$ cat src/hw/rtl/ri_pkg.sv
// ----------------------------------------------------------------------------
// ri_pkg: shared definitions for the radical inverse unit
// Field widths, internal datapath widths, sequencer states, the operation
// codes of the shared datapath and the control and status structs.
// ----------------------------------------------------------------------------
package ri_pkg;

	// Field widths of the input and result items.
	localparam int INDEX_BITS    = 31;
	localparam int RADIX_BITS    = 16;
	localparam int FRACTION_BITS = 32;

	// Mirrored numerator and radix power both stay at or below index * radix.
	localparam int PROD_BITS = INDEX_BITS + RADIX_BITS;
	// Shared compare/subtract unit works on a shifted numerator.
	localparam int SUB_BITS  = PROD_BITS + 1;
	// Full multiplier product before truncation.
	localparam int MUL_BITS  = PROD_BITS + RADIX_BITS;

	// Step counter covers the longer of the two division loops.
	localparam int STEP_MAX  = (INDEX_BITS > FRACTION_BITS) ? INDEX_BITS : FRACTION_BITS;
	localparam int CNT_BITS  = $clog2(STEP_MAX);

	// Sequencer states.
	typedef enum logic [2:0] {
		ST_IDLE,
		ST_DIGIT,
		ST_MUL_M,
		ST_MUL_P,
		ST_FRAC,
		ST_FINISH
	} state_t;

	// Operations of the shared datapath.
	typedef enum logic [2:0] {
		OP_NONE,
		OP_DIV_DIGIT,
		OP_MUL_M,
		OP_MUL_P,
		OP_DIV_FRAC
	} dp_op_t;

	// Sequencer to datapath.
	typedef struct packed {
		logic   load;
		dp_op_t op;
	} dp_ctrl_t;

	// Datapath to sequencer.
	typedef struct packed {
		logic idx_zero;
	} dp_stat_t;

endpackage

$ cat src/hw/rtl/ri_if.sv
// ----------------------------------------------------------------------------
// ri_if: item channels of the radical inverse unit
// Valid/ready channels for the sample items going in and the results
// coming out.
// ----------------------------------------------------------------------------

// Input item channel: one sample index and its radix.
interface ri_in_if
	import ri_pkg::*;
();
	logic                  valid;
	logic                  ready;
	logic [INDEX_BITS-1:0] sample_index;
	logic [RADIX_BITS-1:0] radix;

	modport source (output valid, output sample_index, output radix, input ready);
	modport sink   (input valid, input sample_index, input radix, output ready);
endinterface

// Result item channel: fraction and bad radix flag.
interface ri_out_if
	import ri_pkg::*;
();
	logic                     valid;
	logic                     ready;
	logic [FRACTION_BITS-1:0] fraction;
	logic                     bad_radix;

	modport source (output valid, output fraction, output bad_radix, input ready);
	modport sink   (input valid, input fraction, input bad_radix, output ready);
endinterface

$ cat src/hw/rtl/ri_datapath.sv
// ----------------------------------------------------------------------------
// ri_datapath: shared arithmetic of the radical inverse unit
// One compare/subtract unit serves both the digit extraction (index divided
// by radix, one quotient bit a cycle) and the final fraction division.
// A multiplier builds the mirrored numerator and the radix power.
// ----------------------------------------------------------------------------
module ri_datapath
	import ri_pkg::*;
(
	input  logic                     clk,
	input  dp_ctrl_t                 ctrl,
	input  logic [INDEX_BITS-1:0]    sample_index,
	input  logic [RADIX_BITS-1:0]    radix,
	output dp_stat_t                 stat,
	output logic [FRACTION_BITS-1:0] fraction,
	output logic                     bad_radix
);

	logic [INDEX_BITS-1:0]    idx_q;
	logic [RADIX_BITS-1:0]    base_q;
	logic [RADIX_BITS-1:0]    digit_q;
	logic [PROD_BITS-1:0]     num_q;
	logic [PROD_BITS-1:0]     den_q;
	logic [FRACTION_BITS-1:0] frac_q;
	logic                     bad_q;

	logic [SUB_BITS-1:0]      sub_a;
	logic [SUB_BITS-1:0]      sub_b;
	logic [SUB_BITS:0]        sub_diff;
	logic                     sub_ge;
	logic [SUB_BITS-1:0]      sub_res;

	logic [PROD_BITS-1:0]     mul_a;
	logic [MUL_BITS-1:0]      mul_full;
	logic [PROD_BITS-1:0]     mul_sum;

	// Shared compare/subtract: one restoring division step.
	always_comb begin
		sub_a = '0;
		sub_b = '0;
		case (ctrl.op)
			OP_DIV_DIGIT: begin
				sub_a = SUB_BITS'({digit_q, idx_q[INDEX_BITS-1]});
				sub_b = SUB_BITS'(base_q);
			end
			OP_DIV_FRAC: begin
				sub_a = {num_q, 1'b0};
				sub_b = {1'b0, den_q};
			end
			default: begin
			end
		endcase
		sub_diff = {1'b0, sub_a} - {1'b0, sub_b};
		sub_ge   = ~sub_diff[SUB_BITS];
		sub_res  = sub_ge ? sub_diff[SUB_BITS-1:0] : sub_a;
	end

	// Multiply by the radix; the numerator also takes the new digit.
	always_comb begin
		mul_a    = (ctrl.op == OP_MUL_P) ? den_q : num_q;
		mul_full = MUL_BITS'(mul_a) * MUL_BITS'(base_q);
		mul_sum  = mul_full[PROD_BITS-1:0] +
			((ctrl.op == OP_MUL_M) ? PROD_BITS'(digit_q) : '0);
	end

	// Working registers.
	always_ff @(posedge clk) begin
		if (ctrl.load) begin
			idx_q   <= sample_index;
			base_q  <= radix;
			digit_q <= '0;
			num_q   <= '0;
			den_q   <= PROD_BITS'(1);
			frac_q  <= '0;
			bad_q   <= (radix[RADIX_BITS-1:1] == '0);
		end else begin
			case (ctrl.op)
				OP_DIV_DIGIT: begin
					digit_q <= sub_res[RADIX_BITS-1:0];
					idx_q   <= {idx_q[INDEX_BITS-2:0], sub_ge};
				end
				OP_DIV_FRAC: begin
					num_q  <= sub_res[PROD_BITS-1:0];
					frac_q <= {frac_q[FRACTION_BITS-2:0], sub_ge};
				end
				OP_MUL_M: begin
					num_q <= mul_sum;
				end
				OP_MUL_P: begin
					den_q   <= mul_full[PROD_BITS-1:0];
					digit_q <= '0;
				end
				default: begin
				end
			endcase
		end
	end

	assign stat.idx_zero = (idx_q == '0);
	assign fraction      = frac_q;
	assign bad_radix     = bad_q;

endmodule

$ cat src/hw/rtl/ri_ctrl.sv
// ----------------------------------------------------------------------------
// ri_ctrl: sequencer of the radical inverse unit
// Steps the shared datapath through digit division, numerator and power
// updates for each digit, then the final fraction division.
// ----------------------------------------------------------------------------
module ri_ctrl
	import ri_pkg::*;
(
	input  logic     clk,
	input  logic     arst_n,
	input  logic     in_valid,
	input  logic     in_zero,
	input  logic     in_bad,
	input  logic     out_free,
	input  dp_stat_t stat,
	output logic     in_ready,
	output logic     out_load,
	output dp_ctrl_t ctrl
);

	state_t              state_q;
	state_t              state_d;
	logic [CNT_BITS-1:0] cnt_q;
	logic [CNT_BITS-1:0] cnt_d;

	// State and step counter.
	always_ff @(posedge clk or negedge arst_n) begin
		if (!arst_n) begin
			state_q <= ST_IDLE;
			cnt_q   <= '0;
		end else begin
			state_q <= state_d;
			cnt_q   <= cnt_d;
		end
	end

	// Next state and datapath commands.
	always_comb begin
		state_d   = state_q;
		cnt_d     = cnt_q;
		in_ready  = 1'b0;
		out_load  = 1'b0;
		ctrl.load = 1'b0;
		ctrl.op   = OP_NONE;
		case (state_q)
			ST_IDLE: begin
				in_ready = 1'b1;
				if (in_valid) begin
					ctrl.load = 1'b1;
					// A zero index or a bad radix gives zero at once.
					if (in_zero || in_bad) begin
						state_d = ST_FINISH;
					end else begin
						state_d = ST_DIGIT;
						cnt_d   = CNT_BITS'(INDEX_BITS - 1);
					end
				end
			end
			ST_DIGIT: begin
				ctrl.op = OP_DIV_DIGIT;
				if (cnt_q == '0) begin
					state_d = ST_MUL_M;
				end else begin
					cnt_d = cnt_q - 1'b1;
				end
			end
			ST_MUL_M: begin
				ctrl.op = OP_MUL_M;
				state_d = ST_MUL_P;
			end
			ST_MUL_P: begin
				ctrl.op = OP_MUL_P;
				if (stat.idx_zero) begin
					state_d = ST_FRAC;
					cnt_d   = CNT_BITS'(FRACTION_BITS - 1);
				end else begin
					state_d = ST_DIGIT;
					cnt_d   = CNT_BITS'(INDEX_BITS - 1);
				end
			end
			ST_FRAC: begin
				ctrl.op = OP_DIV_FRAC;
				if (cnt_q == '0) begin
					state_d = ST_FINISH;
				end else begin
					cnt_d = cnt_q - 1'b1;
				end
			end
			ST_FINISH: begin
				if (out_free) begin
					out_load = 1'b1;
					state_d  = ST_IDLE;
				end
			end
			default: begin
				state_d = ST_IDLE;
			end
		endcase
	end

endmodule

$ cat src/hw/rtl/radical_inverse_unit.sv
// ----------------------------------------------------------------------------
// radical_inverse_unit: Halton radical inverse
// Mirrors the base-radix digits of a sample index about the radix point and
// returns the value as an unsigned 0.32 fraction, rounded down.
//
//   channel  dir  fields                    handshake
//   req      in   sample_index, radix       valid/ready
//   rsp      out  fraction, bad_radix       valid/ready
//
// For each base-radix digit the index is divided by the radix bit-serially
// on the shared compare/subtract unit, followed by two multiply steps; the
// fraction is then a bit-serial division of the mirrored numerator by the
// radix power. A zero index or a radix below two skips these steps and
// goes straight to the result.
// One item is worked on at a time; req.ready is high only while idle.
// The result register holds a finished item while the next one is worked on.
// Reset clears the sequencer and the result valid flag.
// ----------------------------------------------------------------------------
module radical_inverse_unit
	import ri_pkg::*;
(
	input  logic       clk,
	input  logic       arst_n,
	ri_in_if.sink      req,
	ri_out_if.source   rsp
);

	dp_ctrl_t                 ctrl;
	dp_stat_t                 stat;
	logic                     in_zero;
	logic                     in_bad;
	logic                     out_free;
	logic                     out_load;
	logic [FRACTION_BITS-1:0] dp_fraction;
	logic                     dp_bad;

	logic                     out_valid_q;
	logic [FRACTION_BITS-1:0] fraction_q;
	logic                     bad_radix_q;

	// Shortcut checks on the incoming item.
	assign in_zero  = (req.sample_index == '0);
	assign in_bad   = (req.radix[RADIX_BITS-1:1] == '0);
	assign out_free = ~out_valid_q | rsp.ready;

	ri_ctrl u_ctrl (
		.clk      (clk),
		.arst_n   (arst_n),
		.in_valid (req.valid),
		.in_zero  (in_zero),
		.in_bad   (in_bad),
		.out_free (out_free),
		.stat     (stat),
		.in_ready (req.ready),
		.out_load (out_load),
		.ctrl     (ctrl)
	);

	ri_datapath u_datapath (
		.clk          (clk),
		.ctrl         (ctrl),
		.sample_index (req.sample_index),
		.radix        (req.radix),
		.stat         (stat),
		.fraction     (dp_fraction),
		.bad_radix    (dp_bad)
	);

	// Result valid flag.
	always_ff @(posedge clk or negedge arst_n) begin
		if (!arst_n) begin
			out_valid_q <= 1'b0;
		end else if (out_load) begin
			out_valid_q <= 1'b1;
		end else if (rsp.ready) begin
			out_valid_q <= 1'b0;
		end
	end

	// Result payload.
	always_ff @(posedge clk) begin
		if (out_load) begin
			fraction_q  <= dp_fraction;
			bad_radix_q <= dp_bad;
		end
	end

	assign rsp.valid     = out_valid_q;
	assign rsp.fraction  = fraction_q;
	assign rsp.bad_radix = bad_radix_q;

endmodule
$ cat src/flat_wrapper.sv
// flat-port wrapper written by rule: the top's interface ports become plain ports
module radical_inverse_unit_flat import ri_pkg::*;
  (clk, arst_n, req_valid, req_sample_index, req_radix, req_ready, rsp_valid, rsp_fraction, rsp_bad_radix, rsp_ready);
  ri_in_if req_i ();
  ri_out_if rsp_i ();
  input  logic clk;
  input  logic arst_n;
  input wire logic [$bits(req_i.valid)-1:0] req_valid;
  input wire logic [$bits(req_i.sample_index)-1:0] req_sample_index;
  input wire logic [$bits(req_i.radix)-1:0] req_radix;
  output wire logic [$bits(req_i.ready)-1:0] req_ready;
  output wire logic [$bits(rsp_i.valid)-1:0] rsp_valid;
  output wire logic [$bits(rsp_i.fraction)-1:0] rsp_fraction;
  output wire logic [$bits(rsp_i.bad_radix)-1:0] rsp_bad_radix;
  input wire logic [$bits(rsp_i.ready)-1:0] rsp_ready;
  assign req_i.valid = req_valid;
  assign req_i.sample_index = req_sample_index;
  assign req_i.radix = req_radix;
  assign req_ready = req_i.ready;
  assign rsp_valid = rsp_i.valid;
  assign rsp_fraction = rsp_i.fraction;
  assign rsp_bad_radix = rsp_i.bad_radix;
  assign rsp_i.ready = rsp_ready;
  radical_inverse_unit u_core (.clk(clk), .arst_n(arst_n), .req(req_i), .rsp(rsp_i));
endmodule
$ cat config.mk
export PLATFORM = sky130hd
export DESIGN_NAME = radical_inverse_unit_flat
export DESIGN_NICKNAME = d
export VERILOG_FILES = /design/src/hw/rtl/ri_pkg.sv /design/src/hw/rtl/ri_if.sv /design/src/hw/rtl/ri_datapath.sv /design/src/hw/rtl/ri_ctrl.sv /design/src/hw/rtl/radical_inverse_unit.sv /design/src/flat_wrapper.sv
export SDC_FILE = /design/constraint.sdc
export NUM_CORES = 2
export LEC_CHECK = 0
export BUFFER_PORTS_ARGS = -buffer_cell sky130_fd_sc_hd__buf_2
export CORE_UTILIZATION = 50
export DETAILED_ROUTE_END_ITERATION = 10
export PLACE_DENSITY = 0.64
export SLEW_MARGIN = 5
export SYNTH_ARGS = -nofsm -noshare
export SYNTH_HDL_FRONTEND = slang
export SYNTH_SLANG_ARGS = --single-unit
$ cat constraint.sdc
create_clock -name clk -period 15.81 [get_ports clk]
set_clock_uncertainty 0.1 [all_clocks]
set_input_delay 3.9525 -clock clk [delete_from_list [all_inputs] [get_ports clk]]
set_output_delay 3.9525 -clock clk [all_outputs]
set_load 0.1 [all_outputs]
After elaboration in Yosys (flattened, before gate mapping)
Cells that the tools add are included.
{ "totals": {"ff_bits": 232, "in_bits": 51} }
{ "classes": {"addsub": 3, "n_mul": 1, "n_eq_ne": 15, "muxes": 29, "n_bitwise": 3, "n_reduce_logical": 14} }
{ "op_table": {"columns": ["operator", "n"], "rows": [
  ["case mux 47 bit (2 select lines)", 2],
  ["case mux 48 bit (2 select lines)", 1],
  ["2-to-1 mux 47 bit", 2],
  ["zero test 31 bit", 2],
  ["2-to-1 mux 31 bit", 2],
  ["subtractor 48 x 47 -> 49 bit", 1],
  ["adder 47 x 16 -> 47 bit", 1],
  ["multiplier 47 x 16 -> 47 bit", 1],
  ["case mux 16 bit (2 select lines)", 1],
  ["2-to-1 mux 3 bit", 6],
  ["case mux 3 bit (6 select lines)", 1],
  ["2-to-1 mux 16 bit", 1],
  ["zero test 15 bit", 1],
  ["2-to-1 mux 5 bit", 3],
  ["case mux 5 bit (3 select lines)", 1],
  ["== test 3 x 2 -> 1 bit, second input constant", 4],
  ["case mux 3 bit (4 select lines)", 1],
  ["inequality test 2 bit, second input constant", 5],
  ["== test 3 bit, second input constant", 3],
  ["2-to-1 mux 1 bit", 8],
  ["AND reduction 4 bit", 2],
  ["nonzero test 2 bit", 4],
  ["== test 3 x 1 -> 1 bit, second input constant", 2],
  ["zero test 5 bit", 1],
  ["other kinds (8)", 9]
]} }

Depth between registers and ports, before layout
{ "logic_depth": {"word_depth": 8, "depth_mapped": 42} }

Hierarchy
From an unflattened synthesis, not the netlist that was laid out.
{ "hier_totals": {"cells_unflattened": 3936, "area_unflattened_um2": 33290.7} }
{ "modules_own_cells": {"columns": ["module", "n_inst", "cells_each", "area_per_inst_um2"], "rows": [
  ["ri_datapath", 1, 3816, 31557.8],
  ["radical_inverse_unit", 1, 52, 1132.3],
  ["ri_ctrl", 1, 68, 600.6]
]} }

Worst setup path before layout
OpenSTA, ideal clock, no wires.
{ "synth_path": {"path_type": "register -> register", "start": "register u_core.u_ctrl.state_q[2]", "end": "register u_core.u_datapath.num_q[41]", "arrival_ps": 8505, "t_required_ps": 15607, "path_slack_ps": 7102, "stages_incl_launch_ff": 39, "n_path_buf": 5, "cell_sequence": "dfrtp_1 buf_2 nand2b_1 nor2_1 clkbuf_1 clkbuf_1 buf_1 nand2_1 nand2_1 clkbuf_1 nand2_1 fa_1 fa_1 fa_1 fa_1 inv_1 fa_1 inv_1 [... 3 more ...] nand2_1 a21oi_1 o21ai_2 nand2_1 xnor2_1 ha_1 nand2_1 nor2_1 a211oi_1 o2111ai_1 a41oi_1 nor2b_1 o21bai_1 nand4b_4 or2_4 nor3_2 xnor2_1 a2111oi_2"} }
{ "synth_between": {"elab_chain_len": 7, "elab_cells_between_ends": 21, "cone_classes": "2 x add/sub; 1 x mul; 8 x eq/ne; 8 x mux; 2 x reduce/logical"} }
{ "synth_rtl": {"columns": ["element", "line", "rtl"], "rows": [
  ["from (decl)", "ri_ctrl.sv:21", "state_t state_q;"],
  ["from (signal assigned)", "ri_ctrl.sv:32", "state_q <= state_d;"],
  ["== test 3 bit, or another cell as far along", "ri_ctrl.sv:45", "case (state_q)"],
  ["case mux 3 bit (4 select lines) (*)", "ri_ctrl.sv:45", null],
  ["== test 3 x 2 -> 1 bit (*)", "ri_datapath.sv:60", "mul_a = (ctrl.op == OP_MUL_P) ? den_q : num_q;"],
  ["2-to-1 mux 47 bit (*)", "ri_datapath.sv:60", null],
  ["multiplier 47 x 16 -> 47 bit (*)", "ri_datapath.sv:61", "mul_full = MUL_BITS'(mul_a) * MUL_BITS'(base_q);"],
  ["via u_core.u_datapath.mul_full[12]", "ri_datapath.sv:34", "logic [MUL_BITS-1:0] mul_full;"],
  ["adder 47 x 16 -> 47 bit (*)", "ri_datapath.sv:62", "mul_sum = mul_full[PROD_BITS-1:0] +"],
  ["case mux 47 bit (2 select lines) (*)", "ri_datapath.sv:77", "case (ctrl.op)"],
  ["to (signal assigned)", "ri_datapath.sv:83", "num_q <= sub_res[PROD_BITS-1:0];"],
  ["to (signal assigned)", "ri_datapath.sv:87", "num_q <= mul_sum;"],
  ["to (decl)", "ri_datapath.sv:22", "logic [PROD_BITS-1:0] num_q;"]
]} }
The timed path passes the listed nets; every way through them passes the cells marked *.
A chain may end at the register's enable or synchronous reset.

Final worst setup path
{ "layout_path": {"start": "register u_core.u_ctrl.state_q[0]", "end": "register u_core.u_datapath.num_q[46]"} }
The elaborated chain is that of the path after synthesis.

==> Implementation_results.wiki <==
{| class="wikitable"
! Metric !! Value
|-
| Clock tree from TritonCTS || built
|-
| Launch point of the worst path || u_core.u_ctrl.state_q[0]
|-
| Inserted Clock Buffers || 26
|-
| Routed Antenna Nets || 0
|-
| Detailed-route wire length per cell || 19.8 um
|-
| Post-route DRC violation count || 0
|-
| #FFs+latches synth || 232
|-
| Post-placement worst setup slack || 5.28 ns
|-
| Number of input and output port buffers inserted || 85
|-
| Tightest Pin Transition || 1.06 ns
|-
| Clock period minus worst slack || 10.61 ns
|-
| Routability Congestion || 0.902
|-
| Overall die height || 260 um
|-
| Number of post-CTS setup repair buffers || 0
|-
| Synthesized netlist net count || 4702
|-
| Worst Setup Slack, final || 5.20 ns
|-
| HP Class || reg -> reg
|-
| Kind of critical path || reg -> reg
|-
| Number of antenna violations at the first check in global routing || 2
|-
| DPL Wire Length || 70.1 mm
|-
| Post-synth EDFFs || 81
|-
| Setup crit end kind || register
|-
| Crit Path Max Fanout || 48
|-
| Clock Sink Count || 232
|-
| Launching element type of the critical path || register
|-
| Count of unique library cells instantiated by Yosys || 94
|-
| Max stage delay on crit path || 0.80 ns
|-
| Vias || 27.3k
|-
| Portion of the clock cycle consumed by the worst path in the final layout || 0.671
|-
| Max-slew violation count || 0
|-
| Maximum number of buffers from clock root to sink || 3
|-
| Depth of the CTS H-tree || 1
|-
| Max capacitance violation total || 0
|-
| X dimension of the die || 260 um
|-
| Reg-to-reg startpoint || u_core.u_ctrl.state_q[0]
|-
| Largest net degree at the start of global routing || 89
|-
| Relative slew slack || 0.275
|-
| Total routing resource utilization after global routing || 0.290
|-
| Routed WL || 95.1 mm
|-
| Critical path required time || 16.10 ns
|-
| Die ar. || 67600 um2
|-
| Worst hold margin || 0.321 ns
|-
| Fraction of final layout cells with drive strength greater than 1 || 0.0601
|-
| Area of the mapped netlist || 33300 um2
|-
| Clk_lat worst skew || 0.54 ns
|-
| Final-layout setup total negative slack || 0 ns
|-
| Number of iterations in the first detailed-routing pass || 6
|-
| Worst path arrival time || 10.91 ns
|-
| First-pass GRT wire length || 154 mm
|-
| Total gr overflow || 0
|-
| ANT cells || 0
|-
| Clk pin slew, worst setup/hold paths || 0.06 ns
|-
| Synth Flop Type || dfxtp_1
|-
| Crit path max-delay cell type || nand2b_1
|-
| Number of hold buffers added after CTS || 0
|-
| Setup repair after global routing missed its margin || no
|-
| Number of global-route vias before repair || 27.9k
|-
| Sequential fraction of the synthesis area || 0.165
|-
| Net total in the final layout || 4634
|-
| Final number of setup-violating endpoints || 0
|-
| Number of placement rows || 94
|-
| Post-Syn Area per Cell || 8.34 um2
|-
| Synth-to-layout area growth || 5.60%
|-
| I/O pins || 86
|-
| Async set-reset flop share out of synthesis || 0.0388
|-
| Hold violation total from the final report || 0
|-
| Starting DRC count in detailed routing || 1964
|-
| Launch point of the worst hold path || u_core.u_datapath.bad_radix
|-
| Result of the run || finished, final reports clean
|-
| Clock Root Buffer || clkbuf_16
|-
| Placeable core region || 65700 um2
|-
| Cells resized by post-CTS repair || 0
|-
| Starting utilization of the core area || 0.506
|-
| F_max || 0.0942 GHz
|-
| Vias per std cell || 5.67
|-
| Count of synthesis-stage warnings from yosys || 0
|-
| Cells after synthesis || 3990
|}
## worst paths after layout
| check | to | slack (ns) | cells past startpoint |
|---|---|---|---|
| setup / recovery | u_core.u_datapath.num_q[46] | 5.20 | 31 |
| hold / removal | u_core.rsp.bad_radix | 0.32 | 0 |
| setup reg to reg | u_core.u_datapath.num_q[46] | 5.20 | 31 |
| hold reg to reg | u_core.rsp.bad_radix | 0.32 | 0 |
| max in group asynchronous | u_core.u_ctrl.cnt_q[4] | 12.27 | 1 |
| min in group asynchronous | u_core.u_ctrl.state_q[1] | 3.16 | 1 |
## per-stage QoR
step           utilization  area [um2]  instances
2_1_floorplan            -       33300       3990
3_3_place_gp         0.521       34300       4758
3_5_place_dp         0.521       34300       4758
4_1_cts              0.534       35100       4805
5_1_grt              0.534       35100       4805
6_report             0.534       35100       4805
## synth_stat cells (39+ instances only)
library cell  instances  share of area
edfxtp_1             81          0.073
o21ai_0              82          0.012
nor2_1              158          0.018
clkbuf_1            187          0.021
xnor2_1             100          0.026
a21o_1               47          0.011
fa_1                516           0.31
and2_1              241          0.045
xor2_1               43          0.011
ha_1                145          0.055
inv_1               567          0.064
nand2_1             894           0.10
and3_1               44         0.0083
a21oi_1             209          0.031
a22oi_1              39         0.0088
dfxtp_1             142          0.085
## cells by family after synthesis
| kind of cell | Yosys count | share of synthesized area |
|---|---|---|
| AO/OA/AOI/OAI | 615 | 0.123 |
| XOR/XNOR | 145 | 0.0386 |
| adder cells (fa/ha/maj) | 661 | 0.365 |
| buffers and inverters | 791 | 0.0904 |
| flip-flops | 232 | 0.165 |
| multiplexers | 28 | 0.00914 |
| AND/OR/NAND/NOR | 1518 | 0.208 |
## registers in the layout (all words and copies together) (netlist names), 3 cells and up
name	flops
u_core.u_datapath.fraction	32
u_core.u_datapath.base_q	16
u_core.rsp.fraction	32
u_core.u_datapath.num_q	47
u_core.u_datapath.digit_q	16
u_core.u_datapath.idx_q	31
u_core.u_ctrl.cnt_q	5
u_core.u_ctrl.state_q	3
u_core.u_datapath.den_q	47
## worst max-delay path: cells and delay by family (launching register included)
kind	cells	cell delay (ns)
compound gates	6	1.56
flops	1	0.49
buf+inv	4	0.78
fa+ha+maj	8	3.36
xor+xnor	2	0.33
simple gates	11	3.81
## layer usage
metal,wire (um),track usage,vias up
li1,-,-,12500
met1,41000,0.398,13700
met2,45600,0.483,879
met3,6150,0.0365,155
met4,2420,0.0722,0
met5,0,0,-
## layout by cell type (no fill, tap or decap), drive strengths merged, types with 12 or more instances in the layout
master,Yosys,routed
xnor2,100,100
nor2b,17,17
and2,243,243
nor4,25,25
dfxtp,142,142
ha,145,145
clkbuf,188,39
o221ai,16,16
nand4,18,18
and3,45,45
a221oi,18,18
nand2b,16,16
fa,516,516
o21bai,15,15
a31oi,18,18
o211ai,17,17
nand3,34,34
a21oi,212,212
xor2,45,45
a22o,18,18
a211oi,38,38
inv,568,568
buf,35,127
a21o,47,47
mux2,16,16
mux2i,12,12
a22oi,39,39
nor2,158,158
o21ai,99,99
nand2,896,896
edfxtp,81,81
nor3,28,28
## layout make-up
| cell class | count | area [um2] |
|---|---|---|
| Tap cell | 864 | 1080 |
| Fill cell | 6299 | 30600 |
| Clock inverter | 8 | 149 |
| Multi-Input combinational cell | 2967 | 24800 |
| Sequential cell | 232 | 5500 |
| Timing Repair Buffer | 127 | 741 |
| Inverter | 568 | 2130 |
| Clock buffer | 39 | 721 |
Power is not shown: default switching activity piles up to over one toggle a cycle in this logic, so the estimate is an artifact.
